`src/sv/utis_pkg.sv`:
```
package utis_pkg;

  // Store geometry; CAPACITY must be a multiple of GRP_N
  localparam int CAPACITY = 64;
  localparam int IDX_W    = $clog2(CAPACITY);
  localparam int CNT_W    = $clog2(CAPACITY + 1);
  localparam int GRP_N    = 8;
  localparam int GRP_W    = $clog2(GRP_N);
  localparam int NGRP     = CAPACITY / GRP_N;
  localparam int TAG_W    = 32;

  // Register map
  localparam logic [1:0] ADDR_KEEP_SORTED = 2'd0;

  typedef enum logic [2:0] {
    CMD_INSERT  = 3'd0,
    CMD_LOOKUP  = 3'd1,
    CMD_REM_VAL = 3'd2,
    CMD_REM_POS = 3'd3,
    CMD_READ    = 3'd4,
    CMD_FLUSH   = 3'd5
  } utis_cmd_e;

  typedef enum logic [2:0] {
    STS_OK        = 3'd0,
    STS_PRESENT   = 3'd1,
    STS_NOT_FOUND = 3'd2,
    STS_ZERO      = 3'd3,
    STS_FULL      = 3'd4,
    STS_RANGE     = 3'd5
  } utis_status_e;

  typedef enum logic [1:0] {
    OP_HOLD,
    OP_INSERT,
    OP_DELETE
  } utis_op_e;

  typedef enum logic [1:0] {
    ST_IDLE,
    ST_CMP,
    ST_GRP,
    ST_EXEC
  } utis_state_e;

  typedef struct packed {
    logic [2:0]        command;
    logic signed [31:0] tag_value;
    logic [5:0]        position;
  } utis_in_t;

  typedef struct packed {
    logic [2:0]        status;
    logic [5:0]        where_found;
    logic signed [31:0] read_value;
    logic [6:0]        tag_count;
  } utis_out_t;

  // Broadcast from the controller to every cell
  typedef struct packed {
    utis_op_e          op;
    logic [IDX_W-1:0]  at;
    logic              cap;
    logic [TAG_W-1:0]  tag;
    logic [5:0]        pos;
    logic [CNT_W-1:0]  count;
  } utis_ctrl_t;

  typedef struct packed {
    logic eq;
    logic gt;
    logic sel;
  } utis_flags_t;

  typedef struct packed {
    logic              any_eq;
    logic [GRP_W-1:0]  eq_idx;
    logic              any_gt;
    logic [GRP_W-1:0]  gt_idx;
    logic [TAG_W-1:0]  rd;
  } utis_grp_t;

endpackage

```
`src/sv/utis_group.sv`:
```
module utis_group (
  input  logic                                             clk_i,
  input  logic                                             cap_i,
  input  utis_pkg::utis_flags_t [utis_pkg::GRP_N-1:0]      flags_i,
  input  logic [utis_pkg::GRP_N-1:0][utis_pkg::TAG_W-1:0]  value_i,
  output utis_pkg::utis_grp_t                              grp_o
);
  import utis_pkg::*;

  utis_grp_t grp_q, grp_d;

  // first match, first greater entry and selected word within the group
  always_comb begin
    grp_d = '0;
    for (int k = GRP_N - 1; k >= 0; k--) begin
      if (flags_i[k].eq) begin
        grp_d.any_eq = 1'b1;
        grp_d.eq_idx = GRP_W'(k);
      end
      if (flags_i[k].gt) begin
        grp_d.any_gt = 1'b1;
        grp_d.gt_idx = GRP_W'(k);
      end
      if (flags_i[k].sel) grp_d.rd = grp_d.rd | value_i[k];
    end
  end

  always_ff @(posedge clk_i) begin
    if (cap_i) grp_q <= grp_d;
  end

  assign grp_o = grp_q;

endmodule

```
`config.mk`:
```
export PLATFORM = sky130hd
export DESIGN_NAME = utis_group
export DESIGN_NICKNAME = d
export VERILOG_FILES = /design/src/sv/utis_pkg.sv /design/src/sv/utis_group.sv
export SDC_FILE = /design/constraint.sdc
export NUM_CORES = 1
export LEC_CHECK = 0
export CAP_MARGIN = 40
export CORE_AREA = 2 2 126 128
export DETAILED_ROUTE_END_ITERATION = 10
export DIE_AREA = 0 0 128 130
export DONT_BUFFER_PORTS = 1
export HOLD_SLACK_MARGIN = 0.03
export SETUP_SLACK_MARGIN = 0.1
export SLEW_MARGIN = 20
export SYNTH_ARGS = -nofsm -noshare
export SYNTH_HDL_FRONTEND = slang
export SYNTH_SLANG_ARGS = --single-unit
```
`constraint.sdc`:
```
create_clock -name clk_i -period 1.1 [get_ports clk_i]
set_input_delay 0.22 -clock clk_i [delete_from_list [all_inputs] [get_ports clk_i]]
set_output_delay 0.22 -clock clk_i [all_outputs]
set_load 0.005 [all_outputs]
```
; Word-level counts from Yosys, hierarchy flattened
; Cells that the tools add are included.
[op_classes]
muxes = 22
bitwise = 7
n_reduce_logical = 6
[op_table]
columns = cell, count
row1 = 2-to-1 mux 32 bit, 8
row2 = bitwise OR 32 bit, 7
row3 = 2-to-1 mux 3 bit, 6
row4 = OR reduction 7 bit, 2
row5 = 2-to-1 mux 2 bit, 4
row6 = 2-to-1 mux 4 bit, 2
row7 = OR reduction 4 bit, 2
row8 = OR reduction 2 bit, 2
row9 = 2-to-1 mux 1 bit, 2
[totals]
wordCells = 44
inputBits = 282
out_inout_bits = 40
register_bits = 40

; Longest topological paths before layout
[logic_depth]
word_depth = 15
mapped_depth = 3
mapped_depth_nobuf = 3

; Least setup slack after synthesis
; No wires, ideal clock.
[synth_timing]
kind = input-to-reg
startpoint = input port flags_i[6] in the netlist's numbering
endpoint = register grp_q (netlist bit grp_o[10]) (data pin)
setup_time_ns = 0.268
arrival_ns = 0.613
slack_ns = 0.218
path_buffers = 1
cell_stages = 3
required_ns = 0.832
path_cell_list = buf_2 a22oi_1 nand4_1
[synth_lines]
columns = item, line_no
row1 = "start, declared", utis_group.sv:4  ; input utis_pkg::utis_flags_t [utis_pkg::GRP_N-1:0] flags_i,
row2 = "end signal, assigned", utis_group.sv:29  ; if (cap_i) grp_q <= grp_d;
row3 = "end, declared", utis_group.sv:10  ; utis_grp_t grp_q, grp_d;

; Worst setup path in the final report
[layout_timing]
startpoint = register grp_q (netlist bit grp_o[18])
endpoint = output port grp_o[18] in the netlist's numbering
[layout_lines]
columns = item, line_no
row1 = "end, declared", utis_group.sv:6  ; output utis_pkg::utis_grp_t grp_o
; No word-level cell between the ends.

==> results by group <==
Yosys
  • Synthesized instance count: 252
  • Cell taking the most area after synthesis: edfxtp_1
  • Cell variety after synth: 17
  • Avg Cell Area, Syn: 10.9 sq um
  • #FFs+latches synth: 40
  • Syn nets: 534
  • Synth top area cells: edfxtp_1 44%, a22oi_1 34%, nand4_1 7.3%, buf_6 4.5%, a22oi_2 2.3%
  • Commonest cells post-synth: 123 x a22oi_1, 40 x edfxtp_1, 32 x nand4_1
  • Top cell type's share of synthesized area: 43.8%
  • Area of the mapped netlist: 2740 sq um
  • Register area share after synthesis: 43.8%
  • Post-synth ARST share: 0%
  • Yosys warns: 0
  • Cell with the most instances after synthesis: a22oi_1
  • Post-synth EDFFs: 40
  • Top_reg_cell synth: edfxtp_1

Layout
  • Layout overhead on the synthesized area: 7.76%
  • Multi-input logic area: 1340 sq um
  • Max FFs per register: 40
  • Share of cells above drive strength 1: 5.93%
  • Reg area: 1200 sq um
  • NumNets Final: 517
  • # fillers: 1665
  • Number of antenna diodes: 0

Placed design
  • GPL Wtd Cong: 0.797
  • Number of port buffers: 0
  • HPWL after DPL: 9.41 mm

Die
  • Die width: 128 microns
  • Effective utilization at floorplan: 17.8%
  • Total core area: between 15000 and 20000 sq um
  • I/O pins: 322
  • Rows: 46
  • Die area: 16600 sq um
  • Die Y: 130 microns

Timing
  • Final Setup Violations: 0
  • Final slew viol count: 0
  • RSZ-0062 raised after global routing: true
  • Final Cycle Share: 89.7%
  • Setup TNS: 0 ps
  • Rel. slew slack: 75.4%
  • Max Clk Rate: 1010 MHz
  • Fin. Hold Viols: 0
  • Worst Tran Pin Value: 366 ps
  • Minimum clock period: ~990 ps

GRT
  • Pin count of the biggest net entering global routing: 41
  • Gr usage total: 13.9%
  • Initial antenna violation count: 0
  • Vias in the first global route: ~2500
  • First-pass GRT wire length: approximately 16 mm
  • GR Overflow Total: 0

Flow run
  • Max Cap Viol: 0

Pwr
  • Sw Pwr: approximately 900 uW
  • Total power: about 4 mW
  • Sw Ratio: ~22%
  • Part of the power in registers: 47.1%
  • Clock group share of total power: 43.2%
  • Comb power frac: 9.6%
  • P_int: 3.11 mW
  • Maximum vdd ir drop: 0.678 mV
  • LEAKAGE: just under 0.9 nW
  • Cell Pwr Density: roughly 1400 nW/um^2

Drt
  • # DRC: 0
  • Pre-Repair DR Iteration Count: 5
  • Vias/cell: between 6 and 7
  • Routed WL: 12.9 mm
  • Via count: 2745
  • Drt wl/cell: roughly 30 microns
  • DR iter-0 viols: 363
  • Final ANT Viol Nets: 0

CTS
  • H-tree depth: 2
  • Clock tree buffer depth: 2
  • Post-CTS setup buffers: 0
  • Clock Pin Slew Worst Setup and Hold Paths: 70 ps
  • CTS tree: built
  • CTS Buf Count: 5
  • Clk sinks: 40
  • Clock Root Buffer: clkbuf_16

Worst setup path
  • Crit path DAT: about 770 ps
  • Type of the worst setup path: register to output pin
  • Setup crit end kind: output pin
  • CP Data Required Time: 880 ps
  • CP max FO: 1
  • Worst Setup Start Kind: register

Worst hold path
  • Hold EP: grp_o[28]
  • Start point of the worst hold path: cap_i
  • Hold Crit Class: input port to register
  • Worst hold stages: 0

Outcome
  • Outcome: finished clean
worst max-delay path by stage:
| stage | startpoint | endpoint | slack [ps] | cells past startpoint |
|---|---|---|---|---|
| floorplan | flags_i[6] | grp_o[10] | 220 | 3 |
| global placement | flags_i[15] | grp_o[6] | 90 | 2 |
| detailed placement | flags_i[15] | grp_o[6] | 80 | 2 |
| CTS | grp_o[18] | grp_o[18] | 70 | 0 |
| global route | grp_o[18] | grp_o[18] | 70 | 0 |
| finish | grp_o[18] | grp_o[18] | 110 | 0 |
layer usage:
metal / GRT usage, % / routed length, microns / vias up
met1: 17.1 / 4760 / 1329
met5: 0 / 0 / -
li1: - / - / 1079
met4: 4.59 / 295 / 0
met2: 23.2 / 6300 / 311
met3: 4.59 / 1530 / 26
power groups by stage:
stage / clock, mW / sequential [mW] / combinational, mW
final: 1.73 / 1.89 / 0.387
after global routing: 1.84 / 1.91 / 0.433
after global placement: 0 / 1.93 / 0.371
after floorplan: 0 / 1.89 / 0.454
after CTS: 1.79 / 1.90 / 0.391
after detailed placement: 0 / 1.93 / 0.391
cell families (layout without fill, tap and decap cells):
logic type | count (synthesis) | count (layout) | synth area share (%)
compound gates | 138 | 138 | 38.2
simple gates | 48 | 48 | 10.7
flops | 40 | 40 | 43.8
buf+inv | 26 | 10 | 7.26
layout by cell type, fill, tap and decap left out, types with 4 or more instances in the layout:
cell type / count
edfxtp_1: 40
clkbuf_16: 5
nor2b_1: 4
nand4_1: 32
a21oi_1: 4
nor2_1: 6
a22oi_2: 5
a22oi_1: 123
layout make-up:
cell class,count,area share [%]
multi-input combinational,186,45.4
sequential,40,40.7
tap,192,8.13
clock buffer,6,4.36
clock inverter,2,1.19
inverter,2,0.254
metrics by stage:
| step | instances | instance area, sq um | hold slack [ps] | utilization, % | setup WS [ps] |
|---|---|---|---|---|---|
| after floorplan | 252 | 2740 | 332 | - | 218 |
| after detailed placement | 420 | 2790 | 336 | 18.1 | 75.8 |
| final | 428 | 2950 | 37.1 | 19.2 | 114 |
| after global routing | 428 | 2950 | 16.4 | 19.2 | 66.5 |
| after CTS | 428 | 2950 | 21.7 | 19.2 | 74.9 |
| after global placement | 420 | 2790 | 336 | 18.1 | 86.4 |
what timing repair did:
item                       CTS  global route
gates cloned                 0             0
resized for setup            0             0
hold endpoints to repair    17            24
setup endpoints to repair    2             2
(Power assumes the default switching activity.)
