**config.mk**
```make
export PLATFORM = sky130hd
export DESIGN_NAME = utis_cell
export DESIGN_NICKNAME = d
export VERILOG_FILES = /design/src/sv/utis_pkg.sv /design/src/sv/utis_cell.sv
export SDC_FILE = /design/constraint.sdc
export NUM_CORES = 1
export LEC_CHECK = 0
export ABC_AREA = 1
export BUFFER_PORTS_ARGS = -buffer_cell sky130_fd_sc_hd__buf_4
export CAP_MARGIN = 20
export CORE_MARGIN = 5
export CORE_UTILIZATION = 45
export DETAILED_ROUTE_END_ITERATION = 8
export GPL_ROUTABILITY_DRIVEN = 0
export MAX_ROUTING_LAYER = met4
export PLACE_DENSITY = 0.8
export SLEW_MARGIN = 0
export SYNTH_ARGS = -nofsm -noshare
export SYNTH_HDL_FRONTEND = slang
export SYNTH_SLANG_ARGS = --single-unit
```
**constraint.sdc**
```tcl
create_clock -name clk_i -period 4.3 [get_ports clk_i]
set_input_delay 0.86 -clock clk_i [delete_from_list [all_inputs] [get_ports clk_i]]
set_output_delay 0.86 -clock clk_i [all_outputs]
set_load 0.05 [all_outputs]
```
**src/sv/utis_pkg.sv**
```systemverilog
package utis_pkg;

  // Store geometry; CAPACITY must be a multiple of GRP_N
  localparam int CAPACITY = 64;
  localparam int IDX_W    = $clog2(CAPACITY);
  localparam int CNT_W    = $clog2(CAPACITY + 1);
  localparam int GRP_N    = 8;
  localparam int GRP_W    = $clog2(GRP_N);
  localparam int NGRP     = CAPACITY / GRP_N;
  localparam int TAG_W    = 32;

  // Register map
  localparam logic [1:0] ADDR_KEEP_SORTED = 2'd0;

  typedef enum logic [2:0] {
    CMD_INSERT  = 3'd0,
    CMD_LOOKUP  = 3'd1,
    CMD_REM_VAL = 3'd2,
    CMD_REM_POS = 3'd3,
    CMD_READ    = 3'd4,
    CMD_FLUSH   = 3'd5
  } utis_cmd_e;

  typedef enum logic [2:0] {
    STS_OK        = 3'd0,
    STS_PRESENT   = 3'd1,
    STS_NOT_FOUND = 3'd2,
    STS_ZERO      = 3'd3,
    STS_FULL      = 3'd4,
    STS_RANGE     = 3'd5
  } utis_status_e;

  typedef enum logic [1:0] {
    OP_HOLD,
    OP_INSERT,
    OP_DELETE
  } utis_op_e;

  typedef enum logic [1:0] {
    ST_IDLE,
    ST_CMP,
    ST_GRP,
    ST_EXEC
  } utis_state_e;

  typedef struct packed {
    logic [2:0]        command;
    logic signed [31:0] tag_value;
    logic [5:0]        position;
  } utis_in_t;

  typedef struct packed {
    logic [2:0]        status;
    logic [5:0]        where_found;
    logic signed [31:0] read_value;
    logic [6:0]        tag_count;
  } utis_out_t;

  // Broadcast from the controller to every cell
  typedef struct packed {
    utis_op_e          op;
    logic [IDX_W-1:0]  at;
    logic              cap;
    logic [TAG_W-1:0]  tag;
    logic [5:0]        pos;
    logic [CNT_W-1:0]  count;
  } utis_ctrl_t;

  typedef struct packed {
    logic eq;
    logic gt;
    logic sel;
  } utis_flags_t;

  typedef struct packed {
    logic              any_eq;
    logic [GRP_W-1:0]  eq_idx;
    logic              any_gt;
    logic [GRP_W-1:0]  gt_idx;
    logic [TAG_W-1:0]  rd;
  } utis_grp_t;

endpackage

```
**src/sv/utis_cell.sv**
```systemverilog
module utis_cell (
  input  logic                          clk_i,
  input  logic [utis_pkg::IDX_W-1:0]    idx_i,
  input  utis_pkg::utis_ctrl_t          ctrl_i,
  input  logic [utis_pkg::TAG_W-1:0]    left_i,
  input  logic [utis_pkg::TAG_W-1:0]    right_i,
  output logic [utis_pkg::TAG_W-1:0]    value_o,
  output utis_pkg::utis_flags_t         flags_o
);
  import utis_pkg::*;

  logic [TAG_W-1:0] val_q, val_d;
  utis_flags_t      flags_q, flags_d;
  logic             valid;

  // entry holds a live tag
  assign valid = {1'b0, idx_i} < ctrl_i.count;

  // compare against the broadcast tag and position
  always_comb begin
    flags_d.eq  = valid && (val_q == ctrl_i.tag);
    flags_d.gt  = valid && ($signed(val_q) > $signed(ctrl_i.tag));
    flags_d.sel = valid && (CNT_W'(ctrl_i.pos) == CNT_W'(idx_i));
  end

  // shift up on insert, shift down on delete
  always_comb begin
    val_d = val_q;
    case (ctrl_i.op)
      OP_INSERT: begin
        if (idx_i > ctrl_i.at) val_d = left_i;
        else if (idx_i == ctrl_i.at) val_d = ctrl_i.tag;
      end
      OP_DELETE: begin
        if (idx_i >= ctrl_i.at) val_d = right_i;
      end
      default: val_d = val_q;
    endcase
  end

  always_ff @(posedge clk_i) begin
    val_q <= val_d;
    if (ctrl_i.cap) flags_q <= flags_d;
  end

  assign value_o = val_q;
  assign flags_o = flags_q;

endmodule

```
After elaboration in Yosys (flattened, before gate mapping)
Index checks and enable logic that the tools add are counted.
{"block": "word_totals", "input_bits": 125, "out_inout_bits": 35, "word_cells": 24, "regBits": 35}
{"block": "classes", "muxes": 4, "n_reduce_logical": 5, "order_cmp": 4, "n_eq_ne": 7}
{"operator": "$mux W32", "count": 3}
{"operator": "$pmux W32 S2", "count": 1}
{"operator": "$eq A32 B32 Y1", "count": 1}
{"operator": "$gt A32 B32 Y1", "count": 1}
{"operator": "$eq A6 B6 Y1", "count": 2}
{"operator": "$lt A6 B7 Y1", "count": 1}
{"operator": "$ge A6 B6 Y1", "count": 1}
{"operator": "$gt A6 B6 Y1", "count": 1}
{"operator": "$logic_and A1 B1 Y1", "count": 3}
{"operator": "$ne A3 B3 Y1 const B", "count": 1}
{"operator": "$reduce_and A3 Y1", "count": 1}
{"operator": "$eq A2 B1 Y1 const B", "count": 1}
{"operator": "$eq A2 B2 Y1 const B", "count": 1}
{"operator": "$ne A2 B2 Y1 const B", "count": 1}
{"operator": "$reduce_bool A2 Y1", "count": 1}

Logic depth before layout (Yosys ltp)
Gate-level depths: netlist (run 1).
{"block": "depth", "ltp_word": 4, "depth_mapped": 16, "depth_no_buf": 16}

Least setup slack after synthesis (run 1)
Ideal clock, no wire load.
{"block": "synth_timing", "path_kind": "input port to flip-flop", "from": "in ctrl_i[51] in the netlist's numbering", "to": "reg val_q[0], in the netlist value_o[0], enable pin", "arrival_ps": 2968, "path_slack_ps": 911, "n_path_buf": 0, "setup_ps": 421, "cell_stages": 8, "required_ps": 3879, "path_cell_list": "inv_1 -> ha_1 -> nand2_2 -> nor2_4 -> nand3_2 -> o21ai_0 -> nor2_1 -> nor2_1"}
{"block": "synth_via", "elab_chain_cells": 3, "elab_cells_between_ends": 6, "cone_classes": "2 x order compare; 3 x eq/ne; 1 x reduce/logical"}
{"element": "from (decl)", "line_no": "utis_cell.sv:4", "rtl": "input utis_pkg::utis_ctrl_t ctrl_i,"}
{"element": "$gt A6 B6 Y1 (tied with other cells)", "line_no": "utis_cell.sv:31", "rtl": "if (idx_i > ctrl_i.at) val_d = left_i;"}
{"element": "$ne A3 B3 Y1 (no source line) or $ne A2 B2 Y1 (tied branches)"}
{"element": "$reduce_and A3 Y1 (no source line) (*)"}
{"element": "to (signal assigned)", "line_no": "utis_cell.sv:42", "rtl": "val_q <= val_d;"}
{"element": "to (decl)", "line_no": "utis_cell.sv:12", "rtl": "logic [TAG_W-1:0] val_q, val_d;"}
Every way passes the cells marked *; elsewhere a longest branch is shown, timed or not.
A chain may end at the register's enable or synchronous reset.

Final worst setup path (run 1)
{"block": "layout_timing", "from": "in idx_i[5] in the netlist's numbering", "to": "reg val_q[9], in the netlist value_o[9], enable pin"}
{"block": "layout_via", "elab_chain_cells": 3, "elab_cells_between_ends": 6, "cone_classes": "2 x order compare; 3 x eq/ne; 1 x reduce/logical"}
{"element": "from (decl)", "line_no": "utis_cell.sv:3", "rtl": "input logic [utis_pkg::IDX_W-1:0] idx_i,"}
{"element": "$gt A6 B6 Y1 (tied with other cells)", "line_no": "utis_cell.sv:31"}
{"element": "$ne A3 B3 Y1 (no source line) or $ne A2 B2 Y1 (tied branches)"}
{"element": "$reduce_and A3 Y1 (no source line) (*)"}
Marked as above.

==> results.txt, run 1 <==
----------------------------------------------------
[Timing]
  Slew Limit Fails ... 0
  Fin crit share ... 0.610
  Fmax achieved ... 0.381 GHz
  Setup_tns ... 0 ns
  Hold Fails Final Rpt ... 0
  RSZ-0062 raised after global routing ... no
  Min Tclk post-route ... 2.62 ns
  Tightest Pin Transition ... a little over 0.9 ns
  Final setup slack of the worst path ... ~1.7 ns
  Final setup viols ... 0
  Relative slew slack ... 0.394
  Final setup skew ... between 0.004 and 0.005 ns

[Yosys]
  Synthesized area per cell ... roughly 7.8 µm²
  Count of mapped cells out of synthesis ... 381
  Top post-synthesis cells by area ... sky130_fd_sc_hd__edfxtp_1, sky130_fd_sc_hd__ha_1, sky130_fd_sc_hd__nand2_1, sky130_fd_sc_hd__o21ai_1, sky130_fd_sc_hd__inv_1
  Nets in the synthesized netlist ... approximately 550
  Synth Cell Area ... 2980 µm²
  Unique cell type count in the Yosys netlist ... 26
  Post-synthesis cell type with the largest combined area ... sky130_fd_sc_hd__edfxtp_1
  Register area share after synthesis ... 0.352
  Synth warnings ... 0
  Top-area cell type share of the netlist area ... 0.352
  Yosys reg bits ... 35

[Worst setup path]
  Cell type of the slowest stage on the worst timing path ... sky130_fd_sc_hd__nor2_4
  Required time reported for the critical path endpoint ... between 4 and 5 ns
  Startpoint Class ... input port
  Top cell by count, worst path ... sky130_fd_sc_hd__nor2_4
  Critical path peak fanout ... 32
  Category of the worst setup path capture point ... flip-flop
  Cells traversed along the worst timing path ... buf_4 > ha_1 > nand2_2 > nor2_4 > nand3_2 > o21ai_0 > nor2_1 > nor2_4
  Worst path arrival time ... ~2.5 ns
  Largest stage delay on the critical path ... 0.70 ns
  Worst Setup Path Type ... input port to flip-flop
  Combined buffer and inverter count along the critical path ... 1
  Largest delay share family, worst path ... simple AND/OR/NAND/NOR gates

[Floorplan]
  Full die area ... about 8400 µm²
  Horizontal extent of the die ... 91.4 µm
  Number of placed I/O pins ... 160
  Core box area ... around 6400 µm²
  Die Y ... approximately 91 µm
  # rows ... 29
  Initial core utilization ... 0.467

[Detailed routing]
  Count of routing violations after the opening detailed-route iteration ... 76
  Total wire length ... 7920 µm
  Mean routed wirelength per cell ... approximately 13 µm
  Remaining design rule violation count ... 0
  First-pass DRT Iterations ... 4
  DRT antenna net count ... 0
  Vias per cell ... between 4 and 5
  Routed vias ... around 3,000

[Outcome]
  Status ... completed

[Placement]
  Worst setup slack after placement ... between 1 and 1.5 ns
  # port buffers ... between 150 and 200
  Post-Place Cell Area ... approximately 4200 µm²
  DP Cell Count ... 605
  Hpwl dp ... ~6600 µm

[Clock network]
  Postcts setup bufs ... 0
  Hold buffer count at cts ... 0
  CTS root buf ... sky130_fd_sc_hd__clkbuf_8
  Number of buffers created by CTS ... 5
  CTS tree ... yes
  H-Tree Level Count ... 2
  Clock network latency to the later pin of the worst-skew pair ... about 0.28 ns
  Post-cts gate resize count ... 0
  Clock sink count ... 35
  Max Buffers Root-to-Sink ... 2
  Clock edge transition at the registers on the reported setup and hold paths ... approximately 0.070 ns

[Final layout]
  Final Net Count ... a little over 700
  Share of final-layout standard cells stronger than drive strength 1 ... 0.325
  Number of diodes added for antenna fixing ... 0
  Post-synthesis to final-layout area growth ... 44.0%
  Non-filler instance count after layout ... 613
  Fill cell count ... between 500 and 600
  Non-Filler Cell Area, Final ... 4290 µm²

[Global route]
  Total routing usage reported by global routing ... 0.185
  First-pass GRT wire length ... 12,600 µm
  Pin count of the biggest net entering global routing ... 65
  Grt ovf ... 0
  Antenna violations before repair ... 0
  Number of global-route vias before repair ... ~2,900

[Power and ir drop]
  VDD IR max ... 0.212 mV
  P_leak ... 2.22 nW
  Power per cell area ... around 330 nW/µm²

[Hold path]
  Worst hold path type ... input port to flip-flop

[Flow run]
  Maximum Capacitance Violations ... 0

----------------------------------------------------
-- through the flow --
stage	total power [mW]	hold slack (ns)	utilization
after floorplan	0.961	0.972	-
after global placement	1.19	0.944	0.660
after detailed placement	1.20	0.944	0.660
after CTS	1.44	0.789	0.672
after global routing	1.52	0.791	0.672
final	1.42	0.798	0.672
-- area by class of cell --
class                   count  area [µm²]  area share
clock buffers               7        76.3      0.0178
clock inverters             1        5.00     0.00117
inverters                  57         214      0.0498
multi-input cells         276        1650       0.384
flip-flops and latches     35        1050       0.245
well taps                  77        96.3      0.0224
repair buffers            160        1200       0.280
-- metal layers --
layer / part of all wire / wire length, µm / GRT usage
met1: 0.42 / 3360 / 0.223
met2: 0.49 / 3860 / 0.308
met3: 0.080 / 633 / 0.0587
met4: 0.0090 / 71 / 0.0306
met5: 0 / 0 / -
-- power breakdown --
part | switching (mW) | internal [mW]
Sequential | 0.0320 | 0.457
Combinational | 0.441 | 0.261
Clock | 0.116 | 0.114
-- cells by family (layout without fill, tap and decap cells) --
family,count (synthesis),after routing,synth area share
DFF,35,35,0.352
AOI/OAI and AO/OA,92,92,0.163
xor gates and xnor gates,6,6,0.0176
buffers and inverters,70,225,0.0977
adders and majority gates,45,45,0.189
and+or+nand+nor,133,133,0.181
-- layout by cell type, fill, tap and decap left out, types with 3 or more instances in the layout --
cell                       synthesis  layout
sky130_fd_sc_hd__nand4_1           3       3
sky130_fd_sc_hd__nor2_1           17      16
sky130_fd_sc_hd__buf_4             1     160
sky130_fd_sc_hd__a21oi_1          20      20
sky130_fd_sc_hd__clkbuf_8          0       5
sky130_fd_sc_hd__xor2_1            4       4
sky130_fd_sc_hd__o21ai_0           6       6
sky130_fd_sc_hd__nand2_1         103     103
sky130_fd_sc_hd__o21ai_1          60      60
sky130_fd_sc_hd__edfxtp_1         35      35
sky130_fd_sc_hd__inv_1            57      57
sky130_fd_sc_hd__ha_1             45      44
sky130_fd_sc_hd__nand3_1           5       5
-- Yosys cell counts --
library cell               instances
sky130_fd_sc_hd__edfxtp_1         35
sky130_fd_sc_hd__nor2_1           17
sky130_fd_sc_hd__buf_2             2
sky130_fd_sc_hd__o211ai_2          1
sky130_fd_sc_hd__a21o_1            1
sky130_fd_sc_hd__buf_6             3
sky130_fd_sc_hd__nor2_4            1
sky130_fd_sc_hd__nand4_1           3
sky130_fd_sc_hd__clkbuf_1          7
sky130_fd_sc_hd__nand3_2           1
sky130_fd_sc_hd__buf_4             1
sky130_fd_sc_hd__nand3_1           5
sky130_fd_sc_hd__nor4_1            1
sky130_fd_sc_hd__nand2_4           1
sky130_fd_sc_hd__nand2_1         103
sky130_fd_sc_hd__o21ai_0           6
sky130_fd_sc_hd__xor2_1            4
sky130_fd_sc_hd__o21ai_1          60
sky130_fd_sc_hd__ha_1             45
sky130_fd_sc_hd__nand2_2           1
sky130_fd_sc_hd__inv_1            57
sky130_fd_sc_hd__o21a_1            2
sky130_fd_sc_hd__o31ai_2           1
sky130_fd_sc_hd__a21oi_1          20
sky130_fd_sc_hd__xnor2_1           2
sky130_fd_sc_hd__o21bai_1          1
-- sequential cells by signal (all words and copies together), names as in the netlist --
name and cells:
value_o 32, flags_o 3
-- worst paths after layout --
kind	depth (start not counted)	slack (ns)	start	end
setup reg to reg	8	2.46	value_o[31]	flags_o[1]
hold reg to reg	5	0.97	value_o[31]	flags_o[1]
setup / recovery	8	1.68	idx_i[5]	value_o[9]
hold / removal	1	0.80	ctrl_i[45]	flags_o[0]
Power figures use the tool's default switching activity.
==> inputs of run 2 (changes only) <==
--- a/config.mk
+++ b/config.mk
@@ -9,11 +9,11 @@
 export BUFFER_PORTS_ARGS = -buffer_cell sky130_fd_sc_hd__buf_4
 export CAP_MARGIN = 20
 export CORE_MARGIN = 5
-export CORE_UTILIZATION = 45
+export CORE_UTILIZATION = 41
 export DETAILED_ROUTE_END_ITERATION = 8
 export GPL_ROUTABILITY_DRIVEN = 0
 export MAX_ROUTING_LAYER = met4
-export PLACE_DENSITY = 0.8
+export PLACE_DENSITY = 0.77
 export SLEW_MARGIN = 0
 export SYNTH_ARGS = -nofsm -noshare
 export SYNTH_HDL_FRONTEND = slang
==> constraint.sdc (replaced) <==
create_clock -name clk_i -period 2.25 [get_ports clk_i]
set_input_delay 0.45 -clock clk_i [delete_from_list [all_inputs] [get_ports clk_i]]
set_output_delay 0.45 -clock clk_i [all_outputs]
set_load 0.05 [all_outputs]
==> run 2 against run 1 <==
First-iteration DRC count grew 13%. Hold slack worse by 0.41 ns. Wire length grew 5.0%. Sequential power increased by 93%. Non-clock buffer count rose by 5. Utilization shrank 6.0 points. Sequential share of layout area down 0.57 points. Register-to-register slack got worse by 2.1 ns. Die area increased by 8.7%. Critical path depth did not move. Design area is 2.4% higher. Critical endpoint is now flags_o[1]. Largest cell class unchanged.
==> results.txt, run 2 (synthesized netlist as in run 1, its figures left out) <==
----------------------------------------------------
[Hold path]
  Cells on Worst Hold Path ... 1 (unchanged)
  Worst Hold Path EP ... flags_o[2]
  Worst hold path type ... input port to flip-flop
  Startpoint of the lowest-slack hold path ... ctrl_i[45]

[Clock network]
  Clock network latency to the later pin of the worst-skew pair ... 0.28 ns (about the same)
  Postcts setup bufs ... 0 (unchanged)
  CTS root buf ... sky130_fd_sc_hd__clkbuf_8
  Clock edge transition at the registers on the reported setup and hold paths ... 0.07 ns (about the same)
  CTS tree ... yes
  Hold buffer count at cts ... 0 (unchanged)
  Max Buffers Root-to-Sink ... 2 (unchanged)
  Post-cts gate resize count ... 0 (unchanged)
  Number of buffers created by CTS ... 5 (unchanged)
  H-Tree Level Count ... 2 (unchanged)
  Clock sink count ... 35 (unchanged)

[Detailed routing]
  First-pass DRT Iterations ... 4 (unchanged)
  Count of routing violations after the opening detailed-route iteration ... 86 (+13%)
  DRT antenna net count ... 0 (unchanged)
  Routed vias ... 3,025 (+2.1%)
  Total wire length ... 8320 µm (+5.0%)
  Mean routed wirelength per cell ... 13.0 µm (+0.62%)
  Vias per cell ... 4.73 (-2.2%)
  Remaining design rule violation count ... 0 (unchanged)

[Outcome]
  Status ... completed

[Worst setup path]
  Largest delay share family, worst path ... simple AND/OR/NAND/NOR gates
  Slack of the worst reg-to-reg path ... 0.38 ns (-2.08 ns)
  Worst path arrival time ... 1.90 ns (-0.63 ns)
  Top cell by count, worst path ... sky130_fd_sc_hd__nor2_1
  Depth of the worst register-to-register path ... 8 (unchanged)
  Critical path peak fanout ... 4 (-88%)
  Worst Setup Path Type ... flip-flop to flip-flop
  Category of the worst setup path capture point ... flip-flop
  Cells traversed along the worst timing path ... ha_1 > nand2_1 > nor2_1 > nand2_1 > nor2_1 > nand4_1 > nand3_1 > nor2_1
  Largest stage delay on the critical path ... 0.42 ns (-0.28 ns)
  Combined buffer and inverter count along the critical path ... 0 (-1)
  Startpoint Class ... flip-flop
  Reg2reg start ... value_o[31]
  Cell type of the slowest stage on the worst timing path ... sky130_fd_sc_hd__edfxtp_1
  Reg-to-reg critical path endpoint ... flags_o[1]
  Required time reported for the critical path endpoint ... 2.28 ns (-1.93 ns)

[Placement]
  Post-Place Cell Area ... 4320 µm² (+2.4%)
  Worst setup slack after placement ... 0.103 ns (-1.26 ns)
  DP Cell Count ... 632 (+4.5%)
  # port buffers ... 159 (unchanged)
  Hpwl dp ... 6990 µm (+6.3%)

[Timing]
  Relative slew slack ... 0.791 (+0.398)
  Final setup viols ... 0 (unchanged)
  Min Tclk post-route ... between 1.5 and 2 ns
  Hold Fails Final Rpt ... 0 (unchanged)
  Fin crit share ... 0.831
  Final setup slack of the worst path ... 0.381 ns (-1.30 ns)
  RSZ-0062 raised after global routing ... no
  Tightest Pin Transition ... 0.313 ns (-0.595 ns)
  Fmax achieved ... roughly 0.54 GHz
  Slew Limit Fails ... 0 (unchanged)
  Setup_tns ... 0 ns (unchanged)
  Final setup skew ... 0.00401 ns (-0.000611 ns)
  Fin Hold WS ... 0.390 ns (-0.408 ns)

[Global route]
  Antenna violations before repair ... 0 (unchanged)
  Total routing usage reported by global routing ... 0.185 (-0.000693)
  Number of global-route vias before repair ... 3,001 (+5.2%)
  First-pass GRT wire length ... 13,000 µm (+3.5%)
  Grt ovf ... 0 (unchanged)
  Pin count of the biggest net entering global routing ... 35 (-46%)

[Final layout]
  Number of diodes added for antenna fixing ... 0 (unchanged)
  Core Util, Final ... 0.613 (-0.0597)
  Largest register FFs ... 32 (unchanged)
  Post-synthesis to final-layout area growth ... 47.4%
  Share of final-layout standard cells stronger than drive strength 1 ... 0.331 (+0.00624)
  Commonest non-fill, non-tap cells in the layout ... sky130_fd_sc_hd__buf_4, sky130_fd_sc_hd__nand2_1, sky130_fd_sc_hd__o21ai_1, sky130_fd_sc_hd__inv_1, sky130_fd_sc_hd__ha_1
  Final Net Count ... 710 (+0.71%)
  Commonest non-fill, non-tap cell in the layout ... sky130_fd_sc_hd__buf_4
  Non-Filler Cell Area, Final ... 4400 µm² (+2.4%)
  Non-filler instance count after layout ... 640 (+4.4%)

[Power and ir drop]
  VDD IR max ... 0.353 mV (+67%)
  Sum of internal, switching and leakage power ... 2.77 mW (+95%)
  P_leak ... 2.26 nW (+1.7%)
  Power per cell area ... 630 nW/µm² (+90%)

[Floorplan]
  Initial core utilization ... 0.416 (-0.0514)
  Full die area ... 9080 µm² (+8.7%)
  Core box area ... 7180 µm² (+12%)
  Number of placed I/O pins ... 160 (unchanged)
  Die Y ... 95.3 µm (+4.2%)
  Horizontal extent of the die ... 95.3 µm (+4.2%)
  # rows ... 31 (+6.9%)

[Flow run]
  Maximum Capacitance Violations ... 0 (unchanged)

----------------------------------------------------
## run 2: final cells by class
type,instances,area (µm²)
clock buffer,7,76.3
clock inverter,1,5.00
fill,662,2780
inverter,57,214
multi-input combinational,276,1650
sequential,35,1050
tap,99,124
timing repair buffer,165,1280
## run 2: worst max path at each step
stage	startpoint	endpoint	slack, ns	cells past startpoint
after floorplan	ctrl_i[51]	value_o[0]	0.14	8
after global placement	idx_i[5]	value_o[25]	0.16	11
after detailed placement	idx_i[5]	value_o[24]	0.10	11
after CTS	value_o[31]	flags_o[1]	0.37	8
after global routing	value_o[31]	flags_o[1]	0.19	8
final	value_o[31]	flags_o[1]	0.38	8
## run 2: worst reg2reg max path: cells and delay by family, from the launching register on
kind	cells	cell delay, ns
fa+ha+maj	1	0.35
flops	1	0.42
simple gates	7	0.84
## run 2: per-layer routing
| layer | routed length (µm) | up-vias | GRT usage |
|---|---|---|---|
| li1 | - | 1585 | - |
| met1 | 3380 | 1324 | 0.218 |
| met2 | 4190 | 108 | 0.320 |
| met3 | 676 | 8 | 0.0434 |
| met4 | 70 | 0 | 0.0385 |
| met5 | 0 | - | - |
## run 2: report_power, final
part	internal [mW]	switching, mW	leakage, nW
combinational	0.530	0.850	1.88
sequential	0.872	0.0698	0.337
clock	0.218	0.229	0.0422
total	1.62	1.15	2.26
